### src/sv/playfair_pair_cipher_macros.svh
// Assertion macros shared by the cipher RTL.
// No dependencies; assumes signals named clk and arst_n in the including module.
`ifndef PLAYFAIR_PAIR_CIPHER_MACROS_SVH
`define PLAYFAIR_PAIR_CIPHER_MACROS_SVH
`ifndef NO_ASSERTIONS
`define PFC_ASSERT_NOW(label, ante, cons) \
	label: assert property (@(posedge clk) disable iff (!arst_n) (ante) |-> (cons)) \
		else $error("pfc assertion failed");
`define PFC_ASSERT_NEXT(label, ante, cons) \
	label: assert property (@(posedge clk) disable iff (!arst_n) (ante) |=> (cons)) \
		else $error("pfc assertion failed");
`else
`define PFC_ASSERT_NOW(label, ante, cons)
`define PFC_ASSERT_NEXT(label, ante, cons)
`endif
`endif

### src/sv/pfc_pkg.sv
// Types, constants and small helper functions for the pair cipher.
// No dependencies.
package pfc_pkg;

	localparam int SQ_CELLS = 25;
	localparam int LETTERS  = 26;

	typedef logic [4:0] cell_t;
	typedef logic [4:0] letter_t;
	typedef logic [2:0] coord_t;

	localparam logic [2:0] CMD_CLEAR  = 3'd0;
	localparam logic [2:0] CMD_KEY    = 3'd1;
	localparam logic [2:0] CMD_FINISH = 3'd2;
	localparam logic [2:0] CMD_TEXT   = 3'd3;
	localparam logic [2:0] CMD_END    = 3'd4;

	localparam letter_t LETTER_I = 5'd8;
	localparam letter_t LETTER_J = 5'd9;
	localparam letter_t LAST_LETTER = 5'd25;
	localparam cell_t   FULL_COUNT = 5'd25;

	localparam logic [7:0] ASCII_UC_A = 8'd65;
	localparam logic [7:0] ASCII_UC_Z = 8'd90;
	localparam logic [7:0] ASCII_LC_A = 8'd97;
	localparam logic [7:0] ASCII_LC_Z = 8'd122;
	localparam logic [7:0] ASCII_PLUS = 8'd43;
	localparam logic [7:0] ASCII_DASH = 8'd45;

	typedef struct packed {
		logic [2:0] cmd;
		logic [7:0] char_code;
	} pfc_req_t;

	typedef struct packed {
		logic [7:0] out_char;
		logic       last;
	} pfc_rsp_t;

	// Cell indices and character overrides for one pair or odd tail.
	typedef struct packed {
		cell_t idx0;
		cell_t idx1;
		logic  plus0;
		logic  plus1;
		logic  pad1;
	} pfc_pair_t;

	// Returns {is_letter, letter index 0..25}.
	function automatic logic [5:0] decode_letter(input logic [7:0] code);
		logic [7:0] d;
		begin
			d = 8'd0;
			if (code >= ASCII_UC_A && code <= ASCII_UC_Z) begin
				d = code - ASCII_UC_A;
				return {1'b1, d[4:0]};
			end
			if (code >= ASCII_LC_A && code <= ASCII_LC_Z) begin
				d = code - ASCII_LC_A;
				return {1'b1, d[4:0]};
			end
			return 6'd0;
		end
	endfunction

	// J shares every piece of bookkeeping with I.
	function automatic letter_t fold_j(input letter_t l);
		return (l == LETTER_J) ? LETTER_I : l;
	endfunction

	function automatic coord_t cell_row(input cell_t idx);
		if (idx >= 5'd20) return 3'd4;
		if (idx >= 5'd15) return 3'd3;
		if (idx >= 5'd10) return 3'd2;
		if (idx >= 5'd5)  return 3'd1;
		return 3'd0;
	endfunction

	function automatic coord_t cell_col(input cell_t idx);
		cell_t base;
		cell_t diff;
		begin
			base = ({2'b00, cell_row(idx)} << 2) + {2'b00, cell_row(idx)};
			diff = idx - base;
			return diff[2:0];
		end
	endfunction

	function automatic coord_t inc5(input coord_t x);
		return (x == 3'd4) ? 3'd0 : x + 3'd1;
	endfunction

	function automatic cell_t make_cell(input coord_t r, input coord_t c);
		return ({2'b00, r} << 2) + {2'b00, r} + {2'b00, c};
	endfunction

endpackage

### src/sv/playfair_pair_cipher.sv
// Top level of the pair cipher: sequencer, key bookkeeping, output register.
// Depends on pfc_pkg, pfc_ram, pfc_pair_unit and playfair_pair_cipher_macros.svh.
//
//  channel | signals                     | moves
//  req     | req_valid, req_ready, req   | one command item (cmd, char_code)
//  rsp     | rsp_valid, rsp_ready, rsp   | one cipher character (out_char, last)
//
// Clear, key char and ignored items complete on acceptance. A key finish walks the 26 letters
// one per cycle through the single write port of each RAM.
// A text pair or odd tail takes two place reads and two square reads, each through the
// one registered read port of its RAM, plus any output stalls.
// Reset clears the seen bits, the fill count and the held letter; the RAMs need no clearing.
// A stalled output holds the sequencer in its emit states; req_ready is low meanwhile.
`include "playfair_pair_cipher_macros.svh"
module playfair_pair_cipher import pfc_pkg::*; (
	input  logic     clk,
	input  logic     arst_n,
	input  logic     req_valid,
	output logic     req_ready,
	input  pfc_req_t req,
	output logic     rsp_valid,
	input  logic     rsp_ready,
	output pfc_rsp_t rsp
);

	localparam logic [3:0] S_IDLE = 4'd0;
	localparam logic [3:0] S_WALK = 4'd1;
	localparam logic [3:0] S_RDA  = 4'd2;
	localparam logic [3:0] S_RDB  = 4'd3;
	localparam logic [3:0] S_CALC = 4'd4;
	localparam logic [3:0] S_SQ0  = 4'd5;
	localparam logic [3:0] S_SQ1  = 4'd6;
	localparam logic [3:0] S_SQ2  = 4'd7;
	localparam logic [3:0] S_EM0  = 4'd8;
	localparam logic [3:0] S_EM1  = 4'd9;

	logic [3:0]         state_q;
	logic [LETTERS-1:0] seen_q;
	cell_t              fill_q;
	letter_t            held_q;
	logic               held_valid_q;
	letter_t            walk_q;
	letter_t            b_q;
	logic               tail_q;
	cell_t              pa_q;
	pfc_pair_t          pair_q;
	logic [7:0]         c0_q, c1_q;
	logic               rsp_valid_q;
	pfc_rsp_t           rsp_q;

	logic       accept;
	logic [5:0] dec;
	logic       is_letter;
	letter_t    in_letter;
	logic       full;
	logic       add_en;
	letter_t    add_letter;
	letter_t    add_fold;
	logic       add_do;
	letter_t    place_raddr;
	cell_t      place_rdata;
	cell_t      sq_raddr;
	letter_t    sq_rdata;
	pfc_pair_t  pair;
	logic       out_free;
	logic       emit;

	assign req_ready = (state_q == S_IDLE);
	assign accept    = req_valid && req_ready;
	assign dec       = decode_letter(req.char_code);
	assign is_letter = dec[5];
	assign in_letter = dec[4:0];
	assign full      = (fill_q == FULL_COUNT);
	assign out_free  = !rsp_valid_q || rsp_ready;
	assign emit      = (state_q == S_EM0 || state_q == S_EM1) && out_free;

	// One key letter is placed per cycle, from a key char or from the finish walk.
	always_comb begin
		add_en     = 1'b0;
		add_letter = walk_q;
		if (state_q == S_WALK) begin
			add_en = 1'b1;
		end else if (accept && req.cmd == CMD_KEY && is_letter) begin
			add_en     = 1'b1;
			add_letter = in_letter;
		end
	end
	assign add_fold = fold_j(add_letter);
	assign add_do   = add_en && !full && !seen_q[add_fold];

	assign place_raddr = (state_q == S_RDA) ? fold_j(held_q) : fold_j(b_q);
	assign sq_raddr    = (state_q == S_SQ1) ? pair_q.idx1 : pair_q.idx0;

	pfc_ram #(.WIDTH(5), .DEPTH(SQ_CELLS)) u_square (
		.clk   (clk),
		.we    (add_do),
		.waddr (fill_q),
		.wdata (add_fold),
		.raddr (sq_raddr),
		.rdata (sq_rdata)
	);

	pfc_ram #(.WIDTH(5), .DEPTH(LETTERS)) u_place (
		.clk   (clk),
		.we    (add_do),
		.waddr (add_fold),
		.wdata (fill_q),
		.raddr (place_raddr),
		.rdata (place_rdata)
	);

	pfc_pair_unit u_pair (
		.place_a (pa_q),
		.place_b (place_rdata),
		.a_is_j  (held_q == LETTER_J),
		.b_is_j  (b_q == LETTER_J),
		.tail    (tail_q),
		.pair    (pair)
	);

	always_ff @(posedge clk or negedge arst_n) begin
		if (!arst_n) begin
			state_q      <= S_IDLE;
			seen_q       <= '0;
			fill_q       <= '0;
			held_q       <= '0;
			held_valid_q <= 1'b0;
			walk_q       <= '0;
			rsp_valid_q  <= 1'b0;
		end else begin
			if (emit) begin
				rsp_valid_q <= 1'b1;
			end else if (rsp_ready) begin
				rsp_valid_q <= 1'b0;
			end
			if (add_do) begin
				seen_q[add_fold] <= 1'b1;
				fill_q           <= fill_q + 5'd1;
			end
			unique case (state_q)
				S_IDLE: begin
					if (accept) begin
						unique case (req.cmd)
							CMD_CLEAR: begin
								seen_q       <= '0;
								fill_q       <= '0;
								held_q       <= '0;
								held_valid_q <= 1'b0;
							end
							CMD_FINISH: begin
								walk_q  <= '0;
								state_q <= S_WALK;
							end
							CMD_TEXT: begin
								if (full && is_letter) begin
									if (!held_valid_q) begin
										held_q       <= in_letter;
										held_valid_q <= 1'b1;
									end else begin
										state_q <= S_RDA;
									end
								end
							end
							CMD_END: begin
								if (full && held_valid_q) begin
									state_q <= S_RDA;
								end
							end
							default: begin
							end
						endcase
					end
				end
				S_WALK: begin
					walk_q <= walk_q + 5'd1;
					if (walk_q == LAST_LETTER) begin
						state_q <= S_IDLE;
					end
				end
				S_RDA:  state_q <= S_RDB;
				S_RDB:  state_q <= S_CALC;
				S_CALC: state_q <= S_SQ0;
				S_SQ0:  state_q <= S_SQ1;
				S_SQ1:  state_q <= S_SQ2;
				S_SQ2:  state_q <= S_EM0;
				S_EM0: begin
					if (out_free) begin
						state_q <= S_EM1;
					end
				end
				S_EM1: begin
					if (out_free) begin
						held_q       <= '0;
						held_valid_q <= 1'b0;
						state_q      <= S_IDLE;
					end
				end
				default: state_q <= S_IDLE;
			endcase
		end
	end

	// Datapath registers.
	always_ff @(posedge clk) begin
		if (accept) begin
			b_q    <= in_letter;
			tail_q <= (req.cmd == CMD_END);
		end
		if (state_q == S_RDB) begin
			pa_q <= place_rdata;
		end
		if (state_q == S_CALC) begin
			pair_q <= pair;
		end
		if (state_q == S_SQ1) begin
			c0_q <= pair_q.plus0 ? ASCII_PLUS : ASCII_UC_A + {3'b000, sq_rdata};
		end
		if (state_q == S_SQ2) begin
			c1_q <= pair_q.pad1 ? ASCII_DASH :
				(pair_q.plus1 ? ASCII_PLUS : ASCII_UC_A + {3'b000, sq_rdata});
		end
		if (state_q == S_EM0 && out_free) begin
			rsp_q.out_char <= c0_q;
			rsp_q.last     <= 1'b0;
		end
		if (state_q == S_EM1 && out_free) begin
			rsp_q.out_char <= c1_q;
			rsp_q.last     <= 1'b1;
		end
	end

	assign rsp_valid = rsp_valid_q;
	assign rsp       = rsp_q;

	`PFC_ASSERT_NOW(a_fill_bound, 1'b1, fill_q <= FULL_COUNT)
	`PFC_ASSERT_NEXT(a_pair_second, rsp_valid && rsp_ready && !rsp.last, rsp_valid && rsp.last)
	`PFC_ASSERT_NOW(a_text_needs_key, state_q == S_RDA, full && held_valid_q)
	`PFC_ASSERT_NOW(a_walk_bound, state_q == S_WALK, walk_q <= LAST_LETTER)

endmodule

### src/sv/pfc_ram.sv
// Generic single-write, single-read RAM with registered read data.
// No dependencies.
module pfc_ram #(
	parameter int WIDTH = 8,
	parameter int DEPTH = 32
) (
	input  logic                     clk,
	input  logic                     we,
	input  logic [$clog2(DEPTH)-1:0] waddr,
	input  logic [WIDTH-1:0]         wdata,
	input  logic [$clog2(DEPTH)-1:0] raddr,
	output logic [WIDTH-1:0]         rdata
);

	logic [WIDTH-1:0] mem_q [DEPTH];

	always_ff @(posedge clk) begin
		if (we) begin
			mem_q[waddr] <= wdata;
		end
		rdata <= mem_q[raddr];
	end

endmodule

### src/sv/pfc_pair_unit.sv
// Row/column arithmetic that turns two square places into two result cells.
// Depends on pfc_pkg.
module pfc_pair_unit import pfc_pkg::*; (
	input  cell_t     place_a,
	input  cell_t     place_b,
	input  logic      a_is_j,
	input  logic      b_is_j,
	input  logic      tail,
	output pfc_pair_t pair
);

	coord_t r0, c0, r1, c1;

	always_comb begin
		r0 = cell_row(place_a);
		c0 = cell_col(place_a);
		r1 = cell_row(place_b);
		c1 = cell_col(place_b);
		pair = '0;
		priority if (tail) begin
			pair.idx0  = make_cell(inc5(r0), inc5(c0));
			pair.plus0 = a_is_j;
			pair.pad1  = 1'b1;
		end else if (a_is_j && b_is_j) begin
			pair.plus0 = 1'b1;
			pair.plus1 = 1'b1;
		end else if (a_is_j) begin
			// J sits in the cell of I, so its column is c0.
			pair.plus0 = 1'b1;
			pair.idx1  = make_cell(r1, c0);
		end else if (b_is_j) begin
			pair.idx0  = make_cell(r0, c1);
			pair.plus1 = 1'b1;
		end else if (r0 != r1 && c0 != c1) begin
			pair.idx0 = make_cell(r0, c1);
			pair.idx1 = make_cell(r1, c0);
		end else if (r0 == r1 && c0 != c1) begin
			pair.idx0 = make_cell(r0, inc5(c0));
			pair.idx1 = make_cell(r1, inc5(c1));
		end else if (r0 != r1) begin
			pair.idx0 = make_cell(inc5(r0), c0);
			pair.idx1 = make_cell(inc5(r1), c1);
		end else begin
			pair.idx0 = make_cell(inc5(r0), inc5(c0));
			pair.idx1 = make_cell(inc5(r0), inc5(c0));
		end
	end

endmodule
### config.mk
export PLATFORM = sky130hd
export DESIGN_NAME = playfair_pair_cipher
export DESIGN_NICKNAME = d
export VERILOG_FILES = /design/src/sv/pfc_pkg.sv /design/src/sv/playfair_pair_cipher.sv /design/src/sv/pfc_ram.sv /design/src/sv/pfc_pair_unit.sv
export VERILOG_INCLUDE_DIRS = /design/src /design/src/sv
export SDC_FILE = /design/constraint.sdc
export NUM_CORES = 1
export LEC_CHECK = 0
export BUFFER_PORTS_ARGS = -buffer_cell sky130_fd_sc_hd__buf_4
export CAP_MARGIN = 15
export CORE_MARGIN = 3
export CORE_UTILIZATION = 52
export CTS_BUF_LIST = sky130_fd_sc_hd__clkbuf_4 sky130_fd_sc_hd__clkbuf_8
export DETAILED_ROUTE_END_ITERATION = 8
export PLACE_DENSITY = 0.8
export SLEW_MARGIN = 20
export SYNTH_ARGS = -nofsm -noshare
export SYNTH_HDL_FRONTEND = slang
export SYNTH_SLANG_ARGS = --single-unit
### constraint.sdc
create_clock -name clk -period 7.09 [get_ports clk]
set_input_delay 1.0635 -clock clk [delete_from_list [all_inputs] [get_ports clk]]
set_output_delay 1.0635 -clock clk [all_outputs]
set_load 0.1 [all_outputs]
Yosys cells after proc, flatten, opt, wreduce, memory -nomap -nowiden
Memory sizes are Yosys's and may differ from the RTL's. A register that Yosys moved wholly into a read port is not among the register bits.
Cells that the tools add are included.
Widths: inputs -> output; s select.
Word-level totals
  flip-flop bits (word level): 96
  RAM bits: 255
  bits of input ports: 15
  output and inout bits: 11
  word-level logic and storage cells: 241
  memories kept: 2
Memories
  u_place.mem_q: depth 26, bits a word 5, read ports 1, clocked after memory_dff 1, write ports 1, RTL line pfc_ram.sv:15  | logic [WIDTH-1:0] mem_q [DEPTH];
  u_square.mem_q: depth 25, bits a word 5, read ports 1, clocked after memory_dff 1, write ports 1, RTL line pfc_ram.sv:15
Operators by class
  add/subtract/negate cells: 22
  order comparisons: 14
  equal/unequal tests: 36
  multiplexer cells: 113
  bitwise operators: 1
  reductions and logical operators: 33
Operators by type and width (count)
  $mux 5: 22
  $mux 26: 4
  $mux 3: 21
  $add 5x3->5: 11
  $mux 10: 4
  $pmux 4 s10: 1
  $mux 1: 39
  $pmux 5 s2: 3
  $mux 4: 7
  $or 26x26->26: 1
  $mux 6: 4
  $ge 5x4->1 const B: 4
  $mux 9: 2
  $eq 4x3->1 const B: 4
  $ge 8x7->1 const B: 2
  $le 8x7->1 const B: 2
  $logic_and 1x1->1: 16
  $eq 3x3->1 const B: 5
  $eq 5x4->1 const B: 3
  $add 3x1->3 const B: 4
  $ne 3x3->1 const B: 4
  $pmux 4 s3: 1
  $add 5x1->5 const B: 2
  $eq 5x5->1 const B: 2
  32 further kinds: 51

Logic depth before layout (Yosys ltp)
Gate-level depths: netlist (run 1).
  word-level depth: 24
  mapped depth: 20
  depth with buffers taken out: 20

Modules after synthesis
From an unflattened synthesis (run 1), not the netlist that was laid out.
Second synthesis, totals
  cell total of the unflattened synthesis: 1356
  area, all modules: 17645.7 µm²
Modules (own cells, without submodules)
  pfc_ram at u_place: times used 1, cells an instance 314, area an instance 5366.4 µm², seq. area each 4003.8 µm²
  pfc_ram at u_square: times used 1, cells an instance 272, area an instance 5078.6 µm², seq. area each 3853.7 µm²
  playfair_pair_cipher: times used 1, cells an instance 444, area an instance 4887.2 µm², seq. area each 2522.4 µm²
  pfc_pair_unit: times used 1, cells an instance 326, area an instance 2313.5 µm², seq. area each 0.0 µm²

Worst setup path after synthesis (run 1)
Ideal clock, no wire load.
  path type: in2reg
  from: in req[0] in the netlist's numbering
  to: mem u_place.mem_q[18][0], enable pin
  library setup time: 374 ps
  arrival time: 4513 ps
  data required time: 6716 ps
  slack: 2204 ps
  stages on the path: 15
  path buffers: 3
  cells stage by stage: clkbuf_1 inv_1 ha_1 nor3b_2 and2_1 nor4_4 buf_6 mux2i_1 inv_1 a221oi_1 a221oi_1 nor3_2 nand2_1 buf_2 nor3_1
Between the ends
  word-level cells in the longest chain between the ends: 17
  elaborated cells on any way between the ends: 29
  classes of those cells: add/sub: 2; order compare: 4; eq/ne: 1; mux: 16; reduce/logical: 6
Ends and longest elaborated chain
  start, declared: RTL line playfair_pair_cipher.sv:20  | input pfc_req_t req,
  $ge 8x7->1 / $le 8x7->1 (equally long branches): RTL line pfc_pkg.sv:58  | if (code >= ASCII_LC_A && code <= ASCII_LC_Z) begin
  $logic_and 1x1->1: RTL line pfc_pkg.sv:58
  $mux 1 (2 in series): RTL line pfc_pkg.sv:58
  $mux 6: RTL line pfc_pkg.sv:62  | return 6'd0;
  $mux 6 (*): RTL line pfc_pkg.sv:58
  $logic_and 1x1->1: RTL line playfair_pair_cipher.sv:83  | end else if (accept && req.cmd == CMD_KEY && is_letter) begin
  $mux 5 (*): RTL line playfair_pair_cipher.sv:83
  $mux 5 (*): RTL line playfair_pair_cipher.sv:81  | if (state_q == S_WALK) begin
  $eq 5x4->1: RTL line pfc_pkg.sv:68  | return (l == LETTER_J) ? LETTER_I : l;
  $mux 5 (*): RTL line pfc_pkg.sv:68
  net add_fold[2]: RTL line playfair_pair_cipher.sv:58  | letter_t add_fold;
  $bmux 1 s5: RTL line playfair_pair_cipher.sv:89  | assign add_do = add_en && !full && !seen_q[add_fold];
  $mux 1 (not written as such): RTL line playfair_pair_cipher.sv:89
  $logic_not 1->1: RTL line playfair_pair_cipher.sv:89
  $logic_and 1x1->1: RTL line playfair_pair_cipher.sv:89
  $mux 1: RTL line pfc_ram.sv:18  | if (we) begin
  $mux 1 (not written as such): RTL line pfc_ram.sv:19  | mem_q[waddr] <= wdata;
  end, declared: RTL line pfc_ram.sv:15
The timed path passes the listed nets; every way through them passes the cells marked *. The select of a mux whose other input is x is not followed.

Worst setup path in the final report (run 1)
  from: in req[0] in the netlist's numbering
  to: mem u_place.mem_q[20][2], enable pin
Between the ends
  word-level cells in the longest chain between the ends: 17
  elaborated cells on any way between the ends: 29
  classes of those cells: add/sub: 2; order compare: 4; eq/ne: 1; mux: 16; reduce/logical: 6
Ends and longest elaborated chain (RTL line)
  $ge 8x7->1 / $le 8x7->1 (equally long branches): pfc_pkg.sv:58
  $logic_and 1x1->1: pfc_pkg.sv:58
  $mux 1 (2 in series): pfc_pkg.sv:58
  $mux 6: pfc_pkg.sv:62
  $mux 6 (*): pfc_pkg.sv:58
  $logic_and 1x1->1: playfair_pair_cipher.sv:83
  $mux 5: playfair_pair_cipher.sv:83
  $mux 5: playfair_pair_cipher.sv:81
  $eq 5x4->1: pfc_pkg.sv:68
  $mux 5: pfc_pkg.sv:68
  $bmux 1 s5: playfair_pair_cipher.sv:89
  $mux 1 (not written as such): playfair_pair_cipher.sv:89
  $logic_not 1->1: playfair_pair_cipher.sv:89
  $logic_and 1x1->1: playfair_pair_cipher.sv:89
  $mux 1: pfc_ram.sv:18
  $mux 1 (not written as such): pfc_ram.sv:19
Mark *: on every way between the ends. The rest lies on a longest branch, timed or not. The select of a mux whose other input is x is not followed.

==> results.toml, run 1 <==
[run_status]
status = "completed"

[synth]
synth-edff-count = 300
synth-seq-cells = 358
syn-instance-count = 1432
synthDistinctLibCells = 82
postSynthAreaPerCell_um2 = 12.1
synth-seq-area-share_pct = 60.0
ys.flop_type = "edfxtp_1"
async_reset_ff_share_pct = 13.1
synth_area_mm2 = 0.0174
ys_warn_count = 0

[timing]
fin_crit_sh_pct = 80.8
fmax_mhz = 175
fin_tns_setup_ps = 0
drv_slew = 0
maxSlewHeadroom_pct = 32.8
finalCriticalPeriod_ps = 5730
fin_ws_ps = 1360
tightestPinTransition_ps = 979
hold_viol_final = 0
hold_ws_ps = 472
rsz0062_at_grt = "no"
setup_violations = 0
skew_ps = 47.8

[drt]
wl_met3_um = 3520
drc = 0
vias_per_cell = 6.24
post_drt_wl_per_cell_um = 21.1
ant_nets = 0
vias = 12200
dr.pass1.iters = 6
top_layer = "met4"
wl_met2_um = 19000
wl_um = 41200
routedLengthMet1_um = 17200
drtIter0Drc = 1466

[power]
p_int_mw = 5.45
clockPowerShare_pct = 22.2
p_sw_share_pct = 41.0
peakVddDrop_v = 0.000307
p_leak_nw = 7.05
p_sw_mw = 3.79
powerDensity_mw_per_mm2 = 476
power_mw = 9.25
combinationalPowerShare_pct = 45.5
seq_power_share_pct = 32.2

[floorplanning]
initial_utilization_pct = 53.1
ios = 26
die_height_um = 189
die_w_um = 189
core_mm2 = 0.0327
rows = 66
die_area_mm2 = 0.0356

[finish]
drive_above_1_share_pct = 14.0
fin_cells = 1958
fin_nets = 1527
area_delta_synth_final_pct = 11.9
final_cell_mix = "300 x edfxtp_1, 172 x nand2_1, 84 x nor2_1"
fin_util_pct = 59.4
fillers = 2586
final_area_mm2 = 0.0194
layout_commonest_cell = "edfxtp_1"

[placement]
gp_congestion = 0.945
place_area_mm2 = 0.0180
place_inst = 1852
post-place-ws_ps = 899
post-dp-hpwl_um = 27500
portBuffers = 24

[clock_tree]
numCtsBuffers = 55
cts_tree = "done"
clk_latency_ps = 610
cts_root_buf = "clkbuf_8"
post_cts_buffers = 0
postCtsHoldBufs = 0
ctsResizeCount = 0
htreeDepth = 2
clkTransAtPathRegs_ps = 70
clk_path_buf_depth = 3
cts.sinks = 358

[hold_path]
hp-class = "input pin to asynchronous set/reset pin"

[setup_path]
critical_path.max_fanout = 16
required_ps = 7320
endpoint_kind = "flip-flop"
crit_start = "req[0]"
critPathKind = "input pin to flip-flop"
worst_ep_arrival_time_ps = 5960
ff2ff_setup_slack_ps = 1480
cp-start-kind = "input pin"
r2r_start = "state_q[0]"

[global_route]
grt_max_degree = 66
grt_pass1_wl_um = 65000
grt_pass1_vias = 11800
grt.overflow.total = 0
track_usage_pct = 23.0
antenna_found_initial = 2

[flow_run]
cap_violations = 0
==> state kept, by name, indices dropped and copies added (netlist names) <==
signal	flops
c1_q	7
rsp	8
seen_q	26
u_place.rdata	5
pa_q	5
held_valid_q	1
held_q	5
pair_q	13
tail_q	1
b_q	5
rsp_valid	1
state_q	4
u_square.rdata	5
walk_q	5
fill_q	5
u_square.mem_q	125
c0_q	7
u_place.mem_q	130
==> kinds of logic (layout without fill, tap and decap cells) <==
logic type	count (synthesis)	in the layout	share of synthesized area, %
compound gates	336	336	13.4
other cells	1	8	0.0216
mux	52	52	4.53
simple gates	475	475	13.5
xor+xnor	37	37	1.91
buf+inv	127	204	3.06
fa+ha+maj	46	46	3.65
flops	358	358	60.0
==> cells in the mapped netlist (all sizes together) (24+ instances only) <==
cell type | instances | area (um^2)
a31oi | 45 | 288
dfrtp | 47 | 1180
a211oi | 64 | 480
ha | 37 | 463
edfxtp | 300 | 9010
nand2 | 172 | 646
nor2 | 85 | 335
and2 | 55 | 344
nor3 | 42 | 215
clkbuf | 60 | 225
o21ai | 49 | 245
nand3 | 24 | 120
and3 | 26 | 163
inv | 45 | 169
a21oi | 56 | 280
==> metal layers <==
metal | up-vias | global-route usage (%)
met2 | 643 | 36.0
met3 | 114 | 3.78
li1 | 5510 | -
met1 | 5955 | 32.5
met5 | - | 0
met4 | 0 | 8.85
==> area by class of cell <==
class / instances / area, um^2 / share of cell area [%]
clock inverters: 30 / 402 / 2.07
inverters: 45 / 169 / 0.870
well taps: 442 / 553 / 2.85
diodes: 2 / 5.00 / 0.0258
repair buffers: 55 / 413 / 2.13
clock buffers: 74 / 956 / 4.92
flip-flops and latches: 358 / 10400 / 53.6
multi-input cells: 952 / 6510 / 33.5
==> worst max-delay path, cell delays in order <==
cell and delay (ps):
buf_4 150, inv_1 140, ha_1 290, nor3b_2 210, and2_1 190, nor4_4 690
mux2i_1 340, a222oi_1 410, a21oi_1 160, nor3_2 680, nand2_1 640, nor4_1 970
==> path summary, 6_finish.rpt <==
path / endpoint / cells after the start
max: u_place.mem_q[20][2] / 12
min: walk_q[2] / 1
max reg2reg: u_place.mem_q[20][2] / 9
min reg2reg: rsp[0] / 1
max in group asynchronous: seen_q[10] / 1
min in group clk: rsp[0] / 1
==> power by group through the flow <==
| stage | clock network [mW] | registers (mW) | logic [mW] |
|---|---|---|---|
| floorplan | 0 | 3.05 | 2.91 |
| global placement | 0 | 3.00 | 4.00 |
| detailed placement | 0 | 3.01 | 4.12 |
| CTS | 2.08 | 2.97 | 4.14 |
| global route | 2.18 | 3.00 | 4.60 |
| finish | 2.06 | 2.98 | 4.21 |
No activity file was read; power rests on OpenSTA's default activity.
==> run 2, diff against run 1 <==
==> constraint.sdc (replaced) <==
create_clock -name clk -period 5.7 [get_ports clk]
set_input_delay 0.855 -clock clk [delete_from_list [all_inputs] [get_ports clk]]
set_output_delay 0.855 -clock clk [all_outputs]
set_load 0.1 [all_outputs]
==> results.toml, run 2 (synthesis results as in run 1) <==
[global_route]
grt-busiest-layer = "met2"
grt_pass1_wl_um = 64200
track_usage_pct = 22.8
grt_pass1_vias = 11800
grt.overflow.total = 0
grt_max_degree = 66
use_met3_pct = 4.45
grt_use_met1_pct = 31.6
antenna_found_initial = 0
use_met2_pct = 36.3

[setup_path]
crit_start = "pa_q[1]"
r2r_start = "pa_q[1]"
critical_path.max_fanout = 9
required_ps = 6010
endpoint_kind = "flip-flop"
critPathKind = "flip-flop to flip-flop"
cp-start-kind = "flip-flop"
worst_ep_arrival_time_ps = 5520

[finish]
final_area_mm2 = 0.0193
largest_reg_flops = 130
area_delta_synth_final_pct = 11.5
layout_commonest_cell = "edfxtp_1"
top_regs = "u_place.mem_q (130), u_square.mem_q (125), seen_q (26)"
n_antenna_cell = 0
fin_cells = 1961
fin_nets = 1533
drive_above_1_share_pct = 14.1
final_cell_mix = "300 x edfxtp_1, 172 x nand2_1, 84 x nor2_1"
largest_register = "u_place.mem_q"

[timing]
fin_ws_ps = 488
rsz0062_at_grt = "no"
fin_tns_setup_ps = 0
skew_ps = 38.5
finalCriticalPeriod_ps = 5210
fmax_mhz = 192
drv_slew = 0
hold_ws_ps = 237
fin_crit_sh_pct = 91.4
hold_viol_final = 0
setup_violations = 0
tightestPinTransition_ps = 1100
maxSlewHeadroom_pct = 26.2

[power]
peakVddDrop_v = 0.000403
powerDensity_mw_per_mm2 = 590
p_leak_nw = 7.03

[clock_tree]
clk_latency_ps = 630
htreeDepth = 2
numCtsBuffers = 58
ctsResizeCount = 0
cts.sinks = 358
postCtsHoldBufs = 0
post_cts_buffers = 0
cts_root_buf = "clkbuf_8"
clk_path_buf_depth = 3
cts_tree = "done"
clkTransAtPathRegs_ps = 60

[placement]
place_inst = 1855
place_area_mm2 = 0.0181
post-place-ws_ps = 512
gp_congestion = 1.01
post-dp-hpwl_um = 27200
portBuffers = 24

[drt]
dr.pass1.iters = 5
drtIter0Drc = 1391
vias = 12100
ant_nets = 0
post_drt_wl_per_cell_um = 21.0
drc = 0
vias_per_cell = 6.18
wl_um = 41100

[floorplanning]
core_mm2 = 0.0327
ios = 26
initial_utilization_pct = 53.1
die_area_mm2 = 0.0356
rows = 66
die_height_um = 189
die_w_um = 189

[flow_run]
cap_violations = 0

[run_status]
status = "completed"

[hold_path]
hp-class = "input pin to asynchronous set/reset pin"
## run 2: changes by cell type in the layout (fill, tap and decap cells not counted), moves of 2 or more
| cell | delta |
|---|---|
| buf_4 | +3 |
| clkinv_2 | -7 |
| clkinv_1 | +2 |
| diode_2 | -2 |
| clkbuf_4 | +12 |
| bufinv_16 | -4 |
## run 2: layer usage
metal | vias to the layer above | share of wire, %
li1 | 5524 | -
met1 | 5872 | 41
met2 | 643 | 47
met3 | 83 | 9.0
met4 | 2 | 2.8
met5 | - | 0.068
## run 2: report_power, final
group	switching (mW)	internal (mW)
Combinational	3.44	1.84
Sequential	0.288	3.45
Clock	1.01	1.40
## run 2: worst max-delay path, cell delays in order, from the launching register on
cell       delay (ps)
edfxtp_1          460
nor2_1             90
o21ai_0           150
a221o_1           390
inv_1             150
nor2_1            350
ha_1              220
inv_1              40
fa_1              550
inv_1             200
ha_1              300
nand2_1            80
a221oi_1          250
a211oi_1           90
buf_4             180
xnor2_1           130
ha_1              220
a21oi_1           150
xor2_1            140
nor2_1            140
nor4_1             60
a2111oi_0         550
## run 2: worst paths after layout
kind / end / slack, ps / depth (start not counted)
worst max-delay path: pair_q[5] / 490 / 21
worst min-delay path: seen_q[23] / 240 / 1
worst max register to register: pair_q[5] / 490 / 21
worst min register to register: rsp[0] / 470 / 1
max in group asynchronous: rsp_valid / 5000 / 1
min in group clk: rsp[0] / 470 / 1
## run 2: metrics by stage
stage | power (mW) | util [%]
3_5_place_dp | 8.90 | 55.2
3_3_place_gp | 8.71 | 55.2
6_report | 11.4 | 59.2
2_1_floorplan | 7.41 | -
5_1_grt | 12.0 | 59.2
4_1_cts | 11.3 | 59.1
## run 2: area by class of cell
class / count / area (um^2)
sequential: 358 / 10400
inverter: 45 / 169
multi-input combinational: 952 / 6490
clock inverter: 21 / 254
timing repair buffer: 58 / 435
tap: 442 / 553
fill: 2576 / 13400
clock buffer: 85 / 1030
